`src/rtl/resp_array_record_parser_unit_assert.svh`:
```
// Assertion macros for the RESP array record parser.
// Takes no other file; included by modules that carry assertions.
`ifndef RESP_ARRAY_RECORD_PARSER_UNIT_ASSERT_SVH
`define RESP_ARRAY_RECORD_PARSER_UNIT_ASSERT_SVH

// Same-cycle implication, disabled during reset.
`define RARP_ASSERT_IMP(lbl, clk, rst, ante, cons, msg) \
   lbl: assert property (@(posedge clk) disable iff (rst) (ante) |-> (cons)) \
      else $error(msg);

// Next-cycle implication, disabled during reset.
`define RARP_ASSERT_NXT(lbl, clk, rst, ante, cons, msg) \
   lbl: assert property (@(posedge clk) disable iff (rst) (ante) |=> (cons)) \
      else $error(msg);

`endif

```
`src/rtl/rarp_pkg.sv`:
```
// Types and constants of the RESP array record parser.
// No dependencies; used by resp_array_record_parser_unit.
`timescale 1ns / 1ps
`default_nettype none

package rarp_pkg;

   // parse phases
   localparam logic [2:0] PH_STAR    = 3'd0;
   localparam logic [2:0] PH_CNT_DIG = 3'd1;
   localparam logic [2:0] PH_CNT_LF  = 3'd2;
   localparam logic [2:0] PH_DOLLAR  = 3'd3;
   localparam logic [2:0] PH_LEN_DIG = 3'd4;
   localparam logic [2:0] PH_LEN_LF  = 3'd5;
   localparam logic [2:0] PH_DATA    = 3'd6;
   localparam logic [2:0] PH_TRAIL   = 3'd7;

   // result status codes
   localparam logic [2:0] ST_FRAME = 3'd0;
   localparam logic [2:0] ST_DATA  = 3'd1;
   localparam logic [2:0] ST_DONE  = 3'd2;
   localparam logic [2:0] ST_BAD   = 3'd3;
   localparam logic [2:0] ST_CLEAN = 3'd4;
   localparam logic [2:0] ST_TAIL  = 3'd5;

   // input action codes
   localparam logic ACT_BYTE = 1'b0;
   localparam logic ACT_END  = 1'b1;

   // configuration register indexes
   localparam logic CSR_MAX_COUNT = 1'b0;
   localparam logic CSR_MAX_LEN   = 1'b1;

   localparam logic [19:0] MAX_COUNT_RST = 20'd1000000;
   localparam logic [32:0] MAX_LEN_RST   = 33'h1_0000_0000;
   localparam logic [33:0] ACC_MAX       = '1;

   localparam logic [7:0] CHR_STAR   = 8'h2A;
   localparam logic [7:0] CHR_DOLLAR = 8'h24;
   localparam logic [7:0] CHR_CR     = 8'h0D;
   localparam logic [7:0] CHR_LF     = 8'h0A;

   typedef struct packed {
      logic [2:0]  status;
      logic [7:0]  data_byte;
      logic [19:0] token_index;
      logic        token_last;
      logic [47:0] committed_bytes;
   } rsp_type;

endpackage

`default_nettype wire

```
`src/rtl/resp_array_record_parser_unit.sv`:
```
// RESP array record parser: classifies a byte stream of array records.
// Depends on rarp_pkg and resp_array_record_parser_unit_assert.svh.
// Each result beat is registered when its req beat is accepted, into the skid while rsp stalls.
// Throughput: one beat per cycle while the skid is empty; the parse state takes one pass per byte.
// A two-entry output stage (result register plus skid) keeps req_tready high while
// one result waits. Synchronous active-high reset restores the parse state and
// the register defaults at once; there is no clearing pass.
`timescale 1ns / 1ps
`default_nettype none

module resp_array_record_parser_unit #(
   parameter int OFFSET_BITS = 48
) (
   input  wire logic        clock,
   input  wire logic        reset,
   // configuration writes
   input  wire logic        csr_we,
   input  wire logic        csr_addr,
   input  wire logic [32:0] csr_wdata,
   // input stream
   input  wire logic        req_tvalid,
   output logic             req_tready,
   input  wire logic [7:0]  req_tdata,   // [7:0] in_byte
   input  wire logic        req_tuser,   // [0] action
   // result stream
   output logic             rsp_tvalid,
   input  wire logic        rsp_tready,
   output logic [79:0]      rsp_tdata,   // [7:0] data_byte, [27:8] token_index,
                                         // [75:28] committed_bytes, [79:76] zero
   output logic [2:0]       rsp_tuser,   // [2:0] status
   output logic             rsp_tlast    // token_last
);

   // configuration registers
   logic [19:0] max_count_ff;
   logic [32:0] max_len_ff;

   // parse state
   logic [2:0]             phase_ff,       phase_in;
   logic [33:0]            acc_ff,         acc_in;
   logic                   seen_ff,        seen_in;
   logic [19:0]            tokens_left_ff, tokens_left_in;
   logic [19:0]            token_pos_ff,   token_pos_in;
   logic [32:0]            bytes_left_ff,  bytes_left_in;
   logic [OFFSET_BITS-1:0] offset_ff,      offset_in;
   logic [OFFSET_BITS-1:0] committed_ff,   committed_in;
   logic                   error_ff,       error_in;

   // output stage
   rarp_pkg::rsp_type res_in;
   rarp_pkg::rsp_type out_ff;
   rarp_pkg::rsp_type skid_ff;
   logic              out_valid_ff;
   logic              skid_valid_ff;

   logic accept;
   logic take_out;

   // working values of the byte step
   logic [7:0]             in_byte;
   logic                   is_digit;
   logic [37:0]            acc_mul;
   logic [33:0]            acc_next;
   logic [19:0]            tokens_dec;
   logic                   bad;

   assign in_byte    = req_tdata;
   assign req_tready = ~skid_valid_ff;
   assign accept     = req_tvalid & req_tready;
   assign take_out   = out_valid_ff & rsp_tready;

   // decimal accumulate: acc * 10 + digit, saturating at all ones
   assign is_digit = (in_byte inside {[8'h30:8'h39]});
   assign acc_mul  = {1'b0, acc_ff, 3'b000} + {3'b000, acc_ff, 1'b0}
                     + {34'd0, in_byte[3:0]};
   assign acc_next = (acc_mul[37:34] != 4'd0) ? rarp_pkg::ACC_MAX : acc_mul[33:0];

   assign tokens_dec = (tokens_left_ff == 20'd0) ? 20'd0 : tokens_left_ff - 20'd1;

   // single-pass byte step
   always_comb begin
      phase_in       = phase_ff;
      acc_in         = acc_ff;
      seen_in        = seen_ff;
      tokens_left_in = tokens_left_ff;
      token_pos_in   = token_pos_ff;
      bytes_left_in  = bytes_left_ff;
      offset_in      = offset_ff;
      committed_in   = committed_ff;
      error_in       = error_ff;
      bad            = 1'b0;

      res_in.status      = rarp_pkg::ST_FRAME;
      res_in.data_byte   = 8'd0;
      res_in.token_index = token_pos_ff;
      res_in.token_last  = 1'b0;

      if (error_ff) begin
         res_in.status = rarp_pkg::ST_BAD;
      end else if (req_tuser == rarp_pkg::ACT_END) begin
         // report only; the parse carries on afterwards
         res_in.status = (phase_ff == rarp_pkg::PH_STAR) ? rarp_pkg::ST_CLEAN
                                                         : rarp_pkg::ST_TAIL;
      end else begin
         case (phase_ff)
            rarp_pkg::PH_STAR: begin
               if (in_byte == rarp_pkg::CHR_STAR) begin
                  token_pos_in       = 20'd0;
                  res_in.token_index = 20'd0;
                  acc_in             = 34'd0;
                  seen_in            = 1'b0;
                  phase_in           = rarp_pkg::PH_CNT_DIG;
               end else begin
                  bad = 1'b1;
               end
            end
            rarp_pkg::PH_CNT_DIG, rarp_pkg::PH_LEN_DIG: begin
               if (in_byte == rarp_pkg::CHR_CR) begin
                  phase_in = (phase_ff == rarp_pkg::PH_CNT_DIG) ? rarp_pkg::PH_CNT_LF
                                                                : rarp_pkg::PH_LEN_LF;
               end else if (is_digit) begin
                  seen_in = 1'b1;
                  acc_in  = acc_next;
               end else begin
                  bad = 1'b1;
               end
            end
            rarp_pkg::PH_CNT_LF: begin
               if (in_byte != rarp_pkg::CHR_LF || !seen_ff || acc_ff == 34'd0
                   || acc_ff > {14'd0, max_count_ff}) begin
                  bad = 1'b1;
               end else begin
                  tokens_left_in = acc_ff[19:0];
                  token_pos_in   = 20'd0;
                  phase_in       = rarp_pkg::PH_DOLLAR;
               end
            end
            rarp_pkg::PH_DOLLAR: begin
               if (in_byte == rarp_pkg::CHR_DOLLAR) begin
                  acc_in   = 34'd0;
                  seen_in  = 1'b0;
                  phase_in = rarp_pkg::PH_LEN_DIG;
               end else begin
                  bad = 1'b1;
               end
            end
            rarp_pkg::PH_LEN_LF: begin
               if (in_byte != rarp_pkg::CHR_LF || !seen_ff
                   || acc_ff > {1'b0, max_len_ff}) begin
                  bad = 1'b1;
               end else if (acc_ff == 34'd0) begin
                  // empty token: go straight to the trailer
                  bytes_left_in = 33'd2;
                  phase_in      = rarp_pkg::PH_TRAIL;
               end else begin
                  bytes_left_in = acc_ff[32:0];
                  phase_in      = rarp_pkg::PH_DATA;
               end
            end
            rarp_pkg::PH_DATA: begin
               res_in.status    = rarp_pkg::ST_DATA;
               res_in.data_byte = in_byte;
               if (bytes_left_ff <= 33'd1) begin
                  res_in.token_last = 1'b1;
                  bytes_left_in     = 33'd2;
                  phase_in          = rarp_pkg::PH_TRAIL;
               end else begin
                  bytes_left_in = bytes_left_ff - 33'd1;
               end
            end
            rarp_pkg::PH_TRAIL: begin
               // trailer bytes pass unchecked
               if (bytes_left_ff > 33'd1) begin
                  bytes_left_in = bytes_left_ff - 33'd1;
               end else begin
                  bytes_left_in  = 33'd0;
                  tokens_left_in = tokens_dec;
                  if (tokens_dec == 20'd0) begin
                     res_in.status = rarp_pkg::ST_DONE;
                     committed_in  = offset_ff + 1'b1;
                     phase_in      = rarp_pkg::PH_STAR;
                  end else begin
                     token_pos_in = token_pos_ff + 20'd1;
                     phase_in     = rarp_pkg::PH_DOLLAR;
                  end
               end
            end
            default: begin
               bad = 1'b1;
            end
         endcase

         if (bad) begin
            // sticky: hold the offset from here on
            error_in      = 1'b1;
            res_in.status = rarp_pkg::ST_BAD;
         end else begin
            offset_in = offset_ff + 1'b1;
         end
      end

      // committed offset on the fixed 48-bit result field: zero-extend or truncate
      res_in.committed_bytes = 48'(committed_in);
   end

   // configuration registers
   always_ff @(posedge clock) begin
      if (reset) begin
         max_count_ff <= rarp_pkg::MAX_COUNT_RST;
         max_len_ff   <= rarp_pkg::MAX_LEN_RST;
      end else if (csr_we) begin
         case (csr_addr)
            rarp_pkg::CSR_MAX_COUNT: max_count_ff <= csr_wdata[19:0];
            rarp_pkg::CSR_MAX_LEN:   max_len_ff   <= csr_wdata;
            default: ;
         endcase
      end
   end

   // parse state: advance on every accepted beat
   always_ff @(posedge clock) begin
      if (reset) begin
         phase_ff       <= rarp_pkg::PH_STAR;
         acc_ff         <= '0;
         seen_ff        <= 1'b0;
         tokens_left_ff <= '0;
         token_pos_ff   <= '0;
         bytes_left_ff  <= '0;
         offset_ff      <= '0;
         committed_ff   <= '0;
         error_ff       <= 1'b0;
      end else if (accept) begin
         phase_ff       <= phase_in;
         acc_ff         <= acc_in;
         seen_ff        <= seen_in;
         tokens_left_ff <= tokens_left_in;
         token_pos_ff   <= token_pos_in;
         bytes_left_ff  <= bytes_left_in;
         offset_ff      <= offset_in;
         committed_ff   <= committed_in;
         error_ff       <= error_in;
      end
   end

   // output stage valid flags
   always_ff @(posedge clock) begin
      if (reset) begin
         out_valid_ff  <= 1'b0;
         skid_valid_ff <= 1'b0;
      end else if (skid_valid_ff && take_out) begin
         skid_valid_ff <= 1'b0;
      end else if (accept && (!out_valid_ff || take_out)) begin
         out_valid_ff <= 1'b1;
      end else if (accept) begin
         skid_valid_ff <= 1'b1;
      end else if (take_out) begin
         out_valid_ff <= 1'b0;
      end
   end

   // output stage payload
   always_ff @(posedge clock) begin
      if (skid_valid_ff && take_out) begin
         out_ff <= skid_ff;
      end else if (accept && (!out_valid_ff || take_out)) begin
         out_ff <= res_in;
      end else if (accept) begin
         skid_ff <= res_in;
      end
   end

   assign rsp_tvalid = out_valid_ff;
   assign rsp_tuser  = out_ff.status;
   assign rsp_tlast  = out_ff.token_last;
   assign rsp_tdata  = {4'd0, out_ff.committed_bytes, out_ff.token_index, out_ff.data_byte};

`include "resp_array_record_parser_unit_assert.svh"

   `RARP_ASSERT_IMP(a_skid_behind_out, clock, reset,
                    skid_valid_ff, out_valid_ff,
                    "skid full while result register empty")
   `RARP_ASSERT_NXT(a_error_sticky, clock, reset,
                    error_ff, error_ff,
                    "malformed state cleared")
   `RARP_ASSERT_NXT(a_offset_frozen, clock, reset,
                    error_ff, $stable(offset_ff),
                    "offset moved after malformed")
   `RARP_ASSERT_IMP(a_data_len_nonzero, clock, reset,
                    phase_ff == rarp_pkg::PH_DATA, bytes_left_ff != 33'd0,
                    "data phase with no bytes left")
   `RARP_ASSERT_IMP(a_trail_count, clock, reset,
                    phase_ff == rarp_pkg::PH_TRAIL,
                    bytes_left_ff == 33'd1 || bytes_left_ff == 33'd2,
                    "trailer count out of range")

endmodule

`default_nettype wire

```
`config.mk`:
```
export PLATFORM = sky130hd
export DESIGN_NAME = resp_array_record_parser_unit
export DESIGN_NICKNAME = d
export VERILOG_FILES = /design/src/rtl/rarp_pkg.sv /design/src/rtl/resp_array_record_parser_unit.sv
export VERILOG_INCLUDE_DIRS = /design/src /design/src/rtl
export SDC_FILE = /design/constraint.sdc
export NUM_CORES = 1
export LEC_CHECK = 0
export ABC_AREA = 1
export BUFFER_PORTS_ARGS = -buffer_cell sky130_fd_sc_hd__buf_2
export CAP_MARGIN = 10
export CORE_MARGIN = 2
export CORE_UTILIZATION = 45
export CTS_BUF_LIST = sky130_fd_sc_hd__clkbuf_4 sky130_fd_sc_hd__clkbuf_8 sky130_fd_sc_hd__clkbuf_16
export CTS_CLUSTER_DIAMETER = 60
export DETAILED_ROUTE_END_ITERATION = 10
export SYNTH_ARGS = -nofsm -noshare
export SYNTH_HDL_FRONTEND = slang
export SYNTH_SLANG_ARGS = --single-unit
```
`constraint.sdc`:
```
create_clock -name clock -period 16 [get_ports clock]
set_input_delay 2.4 -clock clock [delete_from_list [all_inputs] [get_ports clock]]
set_output_delay 2.4 -clock clock [all_outputs]
set_load 0.02 [all_outputs]
```
==> flow_summary.ini, run 1 <==
[status]
outcome = complete, no violations

[min_path]
min_path_type = reg -> reg
worst_hold_path.num_cells = 2

[placement]
place_congestion = 0.947
dpl.hpwl_mm = 49.2
portBuffers = 129

[drt]
wirelength_mm = 69.1
drt-pass1-iter-count = 6
wl_per_cell_um = 16.4
drc = 0
num_vias = 22500
via_per_inst = 5.35
dr.first_iter.drc_count = 1632
ant_nets = 0

[cells_and_area]
n_fill_cell = 5270
diodes = 0
nets = 3644
drive_gt1_frac = 0.0789
area_growth_pct = 12.1

[worst_setup_path]
cpPeakStageDelay_ns = 0.87
cp_data_required_time_ns = 16.44
crit_type = in -> reg
path_max_fanout = 66
cp_cell_sequence = buf_2 > nor2_1 > inv_1 > nor3_1 > nand3_1 > nor2_1 > nand2_1 > nand2_1 > nand2_1 > nor2_4 > buf_4 > nand2_1 > nand2_1 > a21oi_1
end_kind = flip-flop
crit_buf_inv = 3
critPathLaunchType = input pin
worstPathArrival_ns = 6.06
crit_family = simple AND/OR/NAND/NOR gates
cp.depth = 14
cp_slowest_cell = nand2_1
worst_path_most_repeated_cell = nand2_1
r2r_cells = 14

[clock_network]
cts_htree_levels = 2
cts_tree = built
cts_buffer_depth = 3
post_cts_buffers = 0
clk_pin_slew_worst_paths_ns = 0.06
ctsResizeCount = 0
cts_inserted_buffers = 51
cts-root-buf = clkbuf_16
worst_skew_pair.late_latency_ns = 0.60
cts.sinks = 423
cts_hold_buffers = 0

[floorplanning]
die_area_mm2 = 0.0567
start_util = 0.456
core_mm2 = 0.0540
core.rowCount = 85
ioPinCount = 134
die_h_um = 238
fp.dieW_um = 238

[logic_synthesis]
synth-seq-cells = 423
yosys_warnings = 0
synth-main-ff-cell = dfxtp_1
seq_area_frac_synth = 0.409
synthCells = 3404
syn-cell-area_mm2 = 0.0246
synth_cell_types = 48
avgSynthCellArea_um2 = 7.24
synth_edf_count = 160
async_flop_share = 0

[timing]
fin_hold_ws_ns = 0.462
setup_viol = 0
slew_headroom = 0.249
rsz0062_at_grt = false
worst_pin_slew_ns = 1.12
post-route-min-period_ns = 5.62
fin_crit_sh = 0.351
slew_violations = 0
fin_skew_ns = 0.0212
fin_tns_setup_ns = 0
fmax_ghz = 0.178
finalHoldViolCount = 0

[global_routing]
overflow = 0
grt_usage = 0.241
grt_pass1_wl_mm = 112
grt_start_max_net_pins = 109
antenna_found_initial = 0
grt_pass1_vias = 21300

[power_and_ir_drop]
vdd_drop_max_mv = 0.0930
power_density_mw_per_mm2 = 95.8
leakagePower_uw = 0.0123

[job]
maxCapViolations = 0
state kept, by name, indices dropped and copies added, names as in the netlist, 3 cells and up:
signal / flops
committed_ff: 48
phase_ff: 3
token_pos_ff: 20
max_len_ff: 33
bytes_left_ff: 33
tokens_left_ff: 20
max_count_ff: 20
skid_ff: 80
rsp_tdata: 76
offset_ff: 48
acc_ff: 34
rsp_tuser: 3
cells in the final DEF (no fill, tap or decap), types with 20 or more instances in the layout:
cell and instances:
ha_1 125, edfxtp_1 160, o21ai_1 20, nand2_1 824, buf_4 34, inv_1 403, dfxtp_1 263, xor2_1 71
nor2_1 369, nand4_1 93, buf_2 128, nand3_1 186, clkbuf_16 53, xnor2_1 38, a21oi_1 288, o21ai_0 233
nor3_1 42
synthesized netlist by cell type, types with 2 or more instances:
cell type | count | area [µm²]
o21a_1 | 3 | 22.5
a21boi_0 | 6 | 45.0
and3_1 | 2 | 12.5
nand3_1 | 186 | 931
xnor2_1 | 38 | 333
o21ai_1 | 20 | 100
buf_6 | 5 | 56.3
o31ai_1 | 3 | 22.5
buf_2 | 23 | 115
clkinv_1 | 5 | 18.8
a32oi_1 | 2 | 17.5
fa_1 | 2 | 40.0
a21o_1 | 10 | 75.1
or2_2 | 2 | 12.5
o21bai_1 | 3 | 22.5
inv_1 | 405 | 1520
a31oi_1 | 7 | 43.8
nand3b_1 | 9 | 67.6
a22oi_1 | 2 | 15.0
o211ai_1 | 8 | 60.1
buf_4 | 6 | 45.0
ha_1 | 125 | 1560
nand3_2 | 2 | 20.0
nor2_1 | 374 | 1400
o32ai_1 | 4 | 35.0
buf_1 | 7 | 26.3
nand2_1 | 824 | 3090
nor3_1 | 44 | 220
edfxtp_1 | 160 | 4800
o21ai_0 | 234 | 1170
xor2_1 | 71 | 622
clkbuf_1 | 113 | 424
nor2_2 | 7 | 43.8
nor4_1 | 9 | 56.3
o22ai_1 | 14 | 87.6
nand4_1 | 93 | 582
dfxtp_1 | 263 | 5270
a211oi_1 | 15 | 113
a21oi_1 | 289 | 1450
area by class of cell:
cell class | instances | area [µm²] | share of cell area
clock buffer | 65 | 1440 | 0.0522
inverter | 410 | 1540 | 0.0558
sequential | 423 | 10100 | 0.364
multi-input combinational | 2420 | 12500 | 0.451
timing repair buffer | 163 | 923 | 0.0334
tap | 696 | 871 | 0.0315
clock inverter | 29 | 334 | 0.0121
logic make-up after synthesis:
group | Yosys count | synth area share
AOI/OAI and AO/OA | 622 | 0.134
xor gates and xnor gates | 109 | 0.0387
adders and majority gates | 127 | 0.0651
and+or+nand+nor | 1558 | 0.264
other | 1 | 0.000152
DFF | 423 | 0.409
buffers and inverters | 564 | 0.0895
routing by layer:
metal	track usage	vias up	part of all wire
li1	-	11300	-
met1	0.338	10500	0.48
met2	0.397	537	0.46
met3	0.0310	86	0.048
met4	0.0572	0	0.021
met5	0	-	0
worst register-to-register path: stages (launching register included):
cell	delay, ns
dfxtp_1	0.51
inv_1	0.27
ha_1	0.35
nand3_1	0.07
nor3_1	0.21
nand3_1	0.10
nand2_1	0.17
nand2_1	0.09
nand2_1	0.47
nand2_1	0.19
nor2_4	0.13
buf_4	0.55
nand2_1	0.90
nand2_1	0.28
a21oi_1	0.09
final timing paths:
kind | from | to | slack, ns
worst max register to register | acc_ff[0] | offset_ff[31] | 11.48
worst min-delay path | max_len_ff[18] | max_len_ff[18] | 0.46
worst max-delay path | req_tdata[7] | offset_ff[31] | 10.38
worst min register to register | max_len_ff[18] | max_len_ff[18] | 0.46
metrics by stage:
step	worst slack (ns)	instance area, µm²	cells	util	power [µW]
2_1_floorplan	0.184	24700	3407	-	1390
3_3_place_gp	9.94	25800	4111	0.478	1450
3_5_place_dp	9.86	25800	4111	0.478	1460
4_1_cts	10.48	27600	4205	0.511	2670
5_1_grt	10.05	27600	4206	0.511	2750
6_report	10.38	27600	4206	0.511	2650
power breakdown:
group	total (µW)	leakage [µW]	internal, µW	switching [µW]
Combinational	220	0.00768	60.8	159
Clock	1210	0.000871	738	474
Sequential	1210	0.00371	1190	21.3
Total	2650	0.0123	1990	655
No activity file was read; power rests on OpenSTA's default activity.
==> run 2, diff against run 1 <==
ABC_AREA = 0   (was 1)
clock period = 5.4 ns   (was 16 ns; I/O delays follow)
==> flow_summary.ini, run 2 <==
[logic_synthesis]
yosys_warnings = 0
synth_top_family_by_area = simple AND/OR/NAND/NOR gates
synth_cell_types = 81
syn-cell-area_mm2 = 0.0226
synth_area_leader_cell = dfxtp_1
synth_fa_ha_area_frac = 0.0708
netlist_top_cells_area = dfxtp_1 23%, edfxtp_1 21%, ha_1 6.9%
synth_top_area_frac = 0.232
synth-seq-cells = 423
synth-simple-area-share = 0.186
synth-xor-area-share = 0.0526
async_flop_share = 0
yosys-top-cells-count = 309 x nand2_1, 263 x dfxtp_1, 248 x nor2_1
synthMuxAreaShare = 0.0481
seq_area_frac_synth = 0.445
avgSynthCellArea_um2 = 9.22
synth-main-ff-cell = dfxtp_1
synth_compound_area_frac = 0.159
synth_edf_count = 160
synthCells = 2457
synth_most_common_cell = nand2_1

[placement]
dpl.hpwl_mm = 38.3
portBuffers = 129
dpl-instance-area_mm2 = 0.0239
place_congestion = 0.892
place_ws_ns = 0.810

[cells_and_area]
nets = 2711
area_growth_pct = 13.2
final_util = 0.513
n_fill_cell = 4635
drive_gt1_frac = 0.140
final_common_cell = nand2_1
fin_area_mm2 = 0.0256
largest_reg_flops = 80
layout_common_cells = 309 x nand2_1, 263 x dfxtp_1, 248 x nor2_1
top_register = skid_ff

[global_routing]
grt_pass1_wl_mm = 92.5
antenna_found_initial = 2
grt_start_max_net_pins = 85
overflow = 0
grt_pass1_vias = 17800
grt_usage = 0.215

[worst_setup_path]
timing.rr.start = acc_ff[3]
worst_path_most_repeated_cell = ha_1
cp-startpoint = acc_ff[3]
cp_slowest_cell = dfxtp_1
worstPathArrival_ns = 4.71
end_kind = flip-flop
cp_cell_sequence = ha_1 > ha_1 > a21oi_1 > o211ai_1 > a41oi_1 > nor4_1 > o31ai_1 > o311ai_0 > a21o_1 > and2_0 > buf_4 > a221o_1
cp_data_required_time_ns = 5.88
cpPeakStageDelay_ns = 0.65
crit_type = reg -> reg
critPathLaunchType = flip-flop
path_max_fanout = 23

[drt]
via_per_inst = 5.65
dr.first_iter.drc_count = 1095
drc = 0
wl_per_cell_um = 17.4
drt-pass1-iter-count = 6
wirelength_mm = 56.6
num_vias = 18400
ant_nets = 0

[min_path]
min_path_type = in -> reg
min_from = csr_wdata[26]

[power_and_ir_drop]
leakagePower_uw = 0.00993
pwr-share-comb = 0.044
p_seq_frac = 0.473
clkPwrFrac = 0.483
internal_power_uw = 5590
p_sw_frac = 0.222
p_sw_uw = 1600
vdd_drop_max_mv = 0.226
power_density_mw_per_mm2 = 280

[clock_network]
worst_skew_pair.late_latency_ns = 0.60
cts_tree = built
cts.sinks = 423
clk_pin_slew_worst_paths_ns = 0.06
cts_inserted_buffers = 49
ctsResizeCount = 0
cts_htree_levels = 2
post_cts_buffers = 0
cts_buffer_depth = 3
cts-root-buf = clkbuf_16
cts_hold_buffers = 0

[timing]
fin_tns_setup_ns = 0
rsz0062_at_grt = false
setup_viol = 0
layout_setup_ws_ns = 1.17
fmax_ghz = 0.236
fin_crit_sh = 0.784
post-route-min-period_ns = 4.23
slew_headroom = 0.230
finalHoldViolCount = 0
fin_skew_ns = 0.0206
worst_pin_slew_ns = 1.15
fin_hold_ws_ns = 0.454
slew_violations = 0

[floorplanning]
ioPinCount = 134
die_area_mm2 = 0.0521
core.rowCount = 82
core_mm2 = 0.0500
start_util = 0.453
die_h_um = 228
fp.dieW_um = 228

[status]
outcome = complete, no violations

[job]
maxCapViolations = 0
## run 2: cell types whose count changed after synthesis, sizes merged, moves of 35 or more
cell,previous run,this run
o21ai,254,142
nor4,10,47
mux2,0,83
nand2,825,310
a211oi,15,64
nand4,94,25
a21oi,289,154
nand3,188,66
inv,405,79
xnor2,38,85
nor2b,0,35
nor2,382,250
## run 2: power groups by stage
stage	Combinational (µW)	Clock (µW)	Sequential [µW]
floorplan	145	0	3520
global placement	310	0	3470
detailed placement	315	0	3470
CTS	316	3550	3400
global route	348	3680	3410
finish	318	3470	3400
## run 2: worst paths after layout
kind / slack (ns) / to / cells after the start
worst max-delay path: 1.17 / acc_ff[26] / 12
worst min-delay path: 0.45 / max_len_ff[26] / 3
worst max register to register: 1.17 / acc_ff[26] / 12
worst min register to register: 0.46 / max_len_ff[22] / 2
## run 2: final cells by class
class	count	area [µm²]	area share
multi-input cells	1821	11800	0.460
flip-flops and latches	423	10100	0.393
clock buffers	63	1360	0.0531
repair buffers	161	925	0.0361
well taps	672	841	0.0328
clock inverters	29	339	0.0132
inverters	80	300	0.0117
diodes	2	5.00	0.000195
## run 2: cells by family after synthesis
group	count (synthesis)
AOI/OAI and AO/OA	551
xor gates and xnor gates	136
adders and majority gates	127
buffers and inverters	216
DFF	423
muxes	97
other	1
and+or+nand+nor	906
## run 2: metal layers
metal / routed length, µm / vias up / GRT usage
met3: 2870 / 90 / 0.0356
li1: - / 9030 / -
met2: 26000 / 437 / 0.352
met4: 1430 / 0 / 0.0672
met5: 0 / - / 0
met1: 26300 / 8826 / 0.290
## run 2: critical path: cells and delay by family, from the launching register on
| family | cells | cell delay [ns] |
|---|---|---|
| buf+inv | 1 | 0.21 |
| fa+ha+maj | 2 | 0.71 |
| compound gates | 7 | 2.18 |
| simple gates | 2 | 0.35 |
| flops | 1 | 0.65 |
## run 2: metrics by stage
stage | total power, µW | std cells
floorplan | 3670 | 2460
global placement | 3780 | 3155
detailed placement | 3790 | 3155
CTS | 7270 | 3247
global route | 7430 | 3251
finish | 7190 | 3251
==> run 3, diff against run 2 <==
ABC_AREA = 1   (was 0)
clock period = 3.8 ns   (was 5.4 ns; I/O delays follow)
==> flow_summary.ini, run 3 (synthesis results as in run 1) <==
[status]
outcome = complete, no violations

[clock_network]
cts_inserted_buffers = 51
cts_tree = built
cts_hold_buffers = 0
cts.sinks = 423
cts-root-buf = clkbuf_16
post_cts_buffers = 0
worst_skew_pair.late_latency_ns = 0.62
cts_htree_levels = 2
cts_buffer_depth = 3
clk_pin_slew_worst_paths_ns = 0.06
ctsResizeCount = 0

[timing]
setup_viol = 0
slew_headroom = 0.296
fmax_ghz = 0.303
post-route-min-period_ns = 3.30
fin_skew_ns = 0.0261
fin_crit_sh = 0.868
fin_tns_setup_ns = 0
rsz0062_at_grt = false
finalHoldViolCount = 0
worst_pin_slew_ns = 1.06
slew_violations = 0
layout_setup_ws_ns = 0.500
fin_hold_ws_ns = 0.183

[floorplanning]
start_util = 0.456
ioPinCount = 134
die_h_um = 238
core_mm2 = 0.0540
fp.dieW_um = 238
core.rowCount = 85
die_area_mm2 = 0.0567

[min_path]
min_path_type = in -> reg

[worst_setup_path]
crit_type = reg -> reg
timing.rr.start = acc_ff[0]
cp_data_required_time_ns = 4.25
path_max_fanout = 23
critPathLaunchType = flip-flop
r2r_end = acc_ff[31]
worstPathArrival_ns = 3.75
end_kind = flip-flop
rrSetupSlack_ns = 0.50
critical_path.endpoint = acc_ff[31]
r2r_cells = 17
cp-startpoint = acc_ff[0]

[drt]
num_vias = 22600
drc = 0
via_per_inst = 5.34
dr.first_iter.drc_count = 1619
wirelength_mm = 69.6
wl_per_cell_um = 16.4
drt-pass1-iter-count = 6
ant_nets = 0

[global_routing]
overflow = 0
antenna_found_initial = 3
grt_pass1_wl_mm = 113
grt_start_max_net_pins = 114
grt_pass1_vias = 21600
grt_usage = 0.245

[cells_and_area]
instances_no_fill = 4232
drive_gt1_frac = 0.0877
top_register = skid_ff
final_common_cell = nand2_1
area_growth_pct = 13.2
final_util = 0.516
n_fill_cell = 5314
largest_reg_flops = 80
layout_common_cells = 824 x nand2_1, 401 x inv_1, 368 x nor2_1
nets = 3668

[power_and_ir_drop]
power_density_mw_per_mm2 = 399
leakagePower_uw = 0.0124
vdd_drop_max_mv = 0.328

[placement]
dpl.cell_count = 4136
place_congestion = 0.921
dpl.hpwl_mm = 50.9
portBuffers = 129
place_ws_ns = 0.284

[job]
maxCapViolations = 0
==> run 3: final cells by class <==
type,count,area [µm²],share of cell area
multi-input combinational,2420,12500,0.447
clock buffer,69,1440,0.0515
antenna,2,5.00,0.000179
timing repair buffer,187,1180,0.0424
tap,696,871,0.0312
clock inverter,25,314,0.0113
sequential,423,10100,0.361
inverter,410,1550,0.0557
==> run 3: metrics by stage <==
step,cell area (µm²),power (µW)
6_report,27900,11100
4_1_cts,27900,11200
2_1_floorplan,24700,5840
5_1_grt,27900,11500
3_3_place_gp,26100,6130
3_5_place_dp,26100,6170
==> run 3: worst min path at each step <==
| stage | startpoint | endpoint | slack [ns] | depth (start not counted) |
|---|---|---|---|---|
| 6_report | csr_wdata[32] | max_len_ff[32] | 0.18 | 3 |
| 5_1_grt | csr_wdata[19] | max_count_ff[19] | 0.21 | 3 |
| 4_1_cts | csr_wdata[32] | max_len_ff[32] | 0.16 | 3 |
| 3_5_place_dp | max_count_ff[8] | max_count_ff[8] | 0.45 | 2 |
| 3_3_place_gp | max_count_ff[10] | max_count_ff[10] | 0.45 | 2 |
| 2_1_floorplan | max_count_ff[1] | max_count_ff[1] | 0.44 | 2 |
==> run 3: report_power, final <==
group / switching [µW] / internal [µW] / total [µW]
sequential: 93.7 / 5020 / 5110
combinational: 679 / 276 / 955
clock: 2030 / 3020 / 5040
==> run 3: worst max-delay path, stage by stage (launching register included) <==
cell and delay [ns]:
dfxtp_1 0.51, fa_1 0.52, fa_1 0.52, nand3_1 0.10
nand2_1 0.10, nand3_1 0.10, nand2_1 0.11, nand2_1 0.09
nand2_1 0.12, nand3_1 0.12, nand2_1 0.06, nand2_1 0.06
nand2_1 0.06, a21oi_2 0.12, buf_4 0.29, nand3_1 0.14
nand2_1 0.08, a21oi_1 0.06
==> run 3: metal layers <==
metal  up-vias  wire (µm)  part of all wire  global-route usage
met1     10500      32300              0.46               0.336
met2       632      31000              0.44               0.394
met3       123       3940             0.057              0.0351
met5         -          9           0.00013                   0
met4         2       2320             0.033              0.0896
li1      11400          -                 -                   -
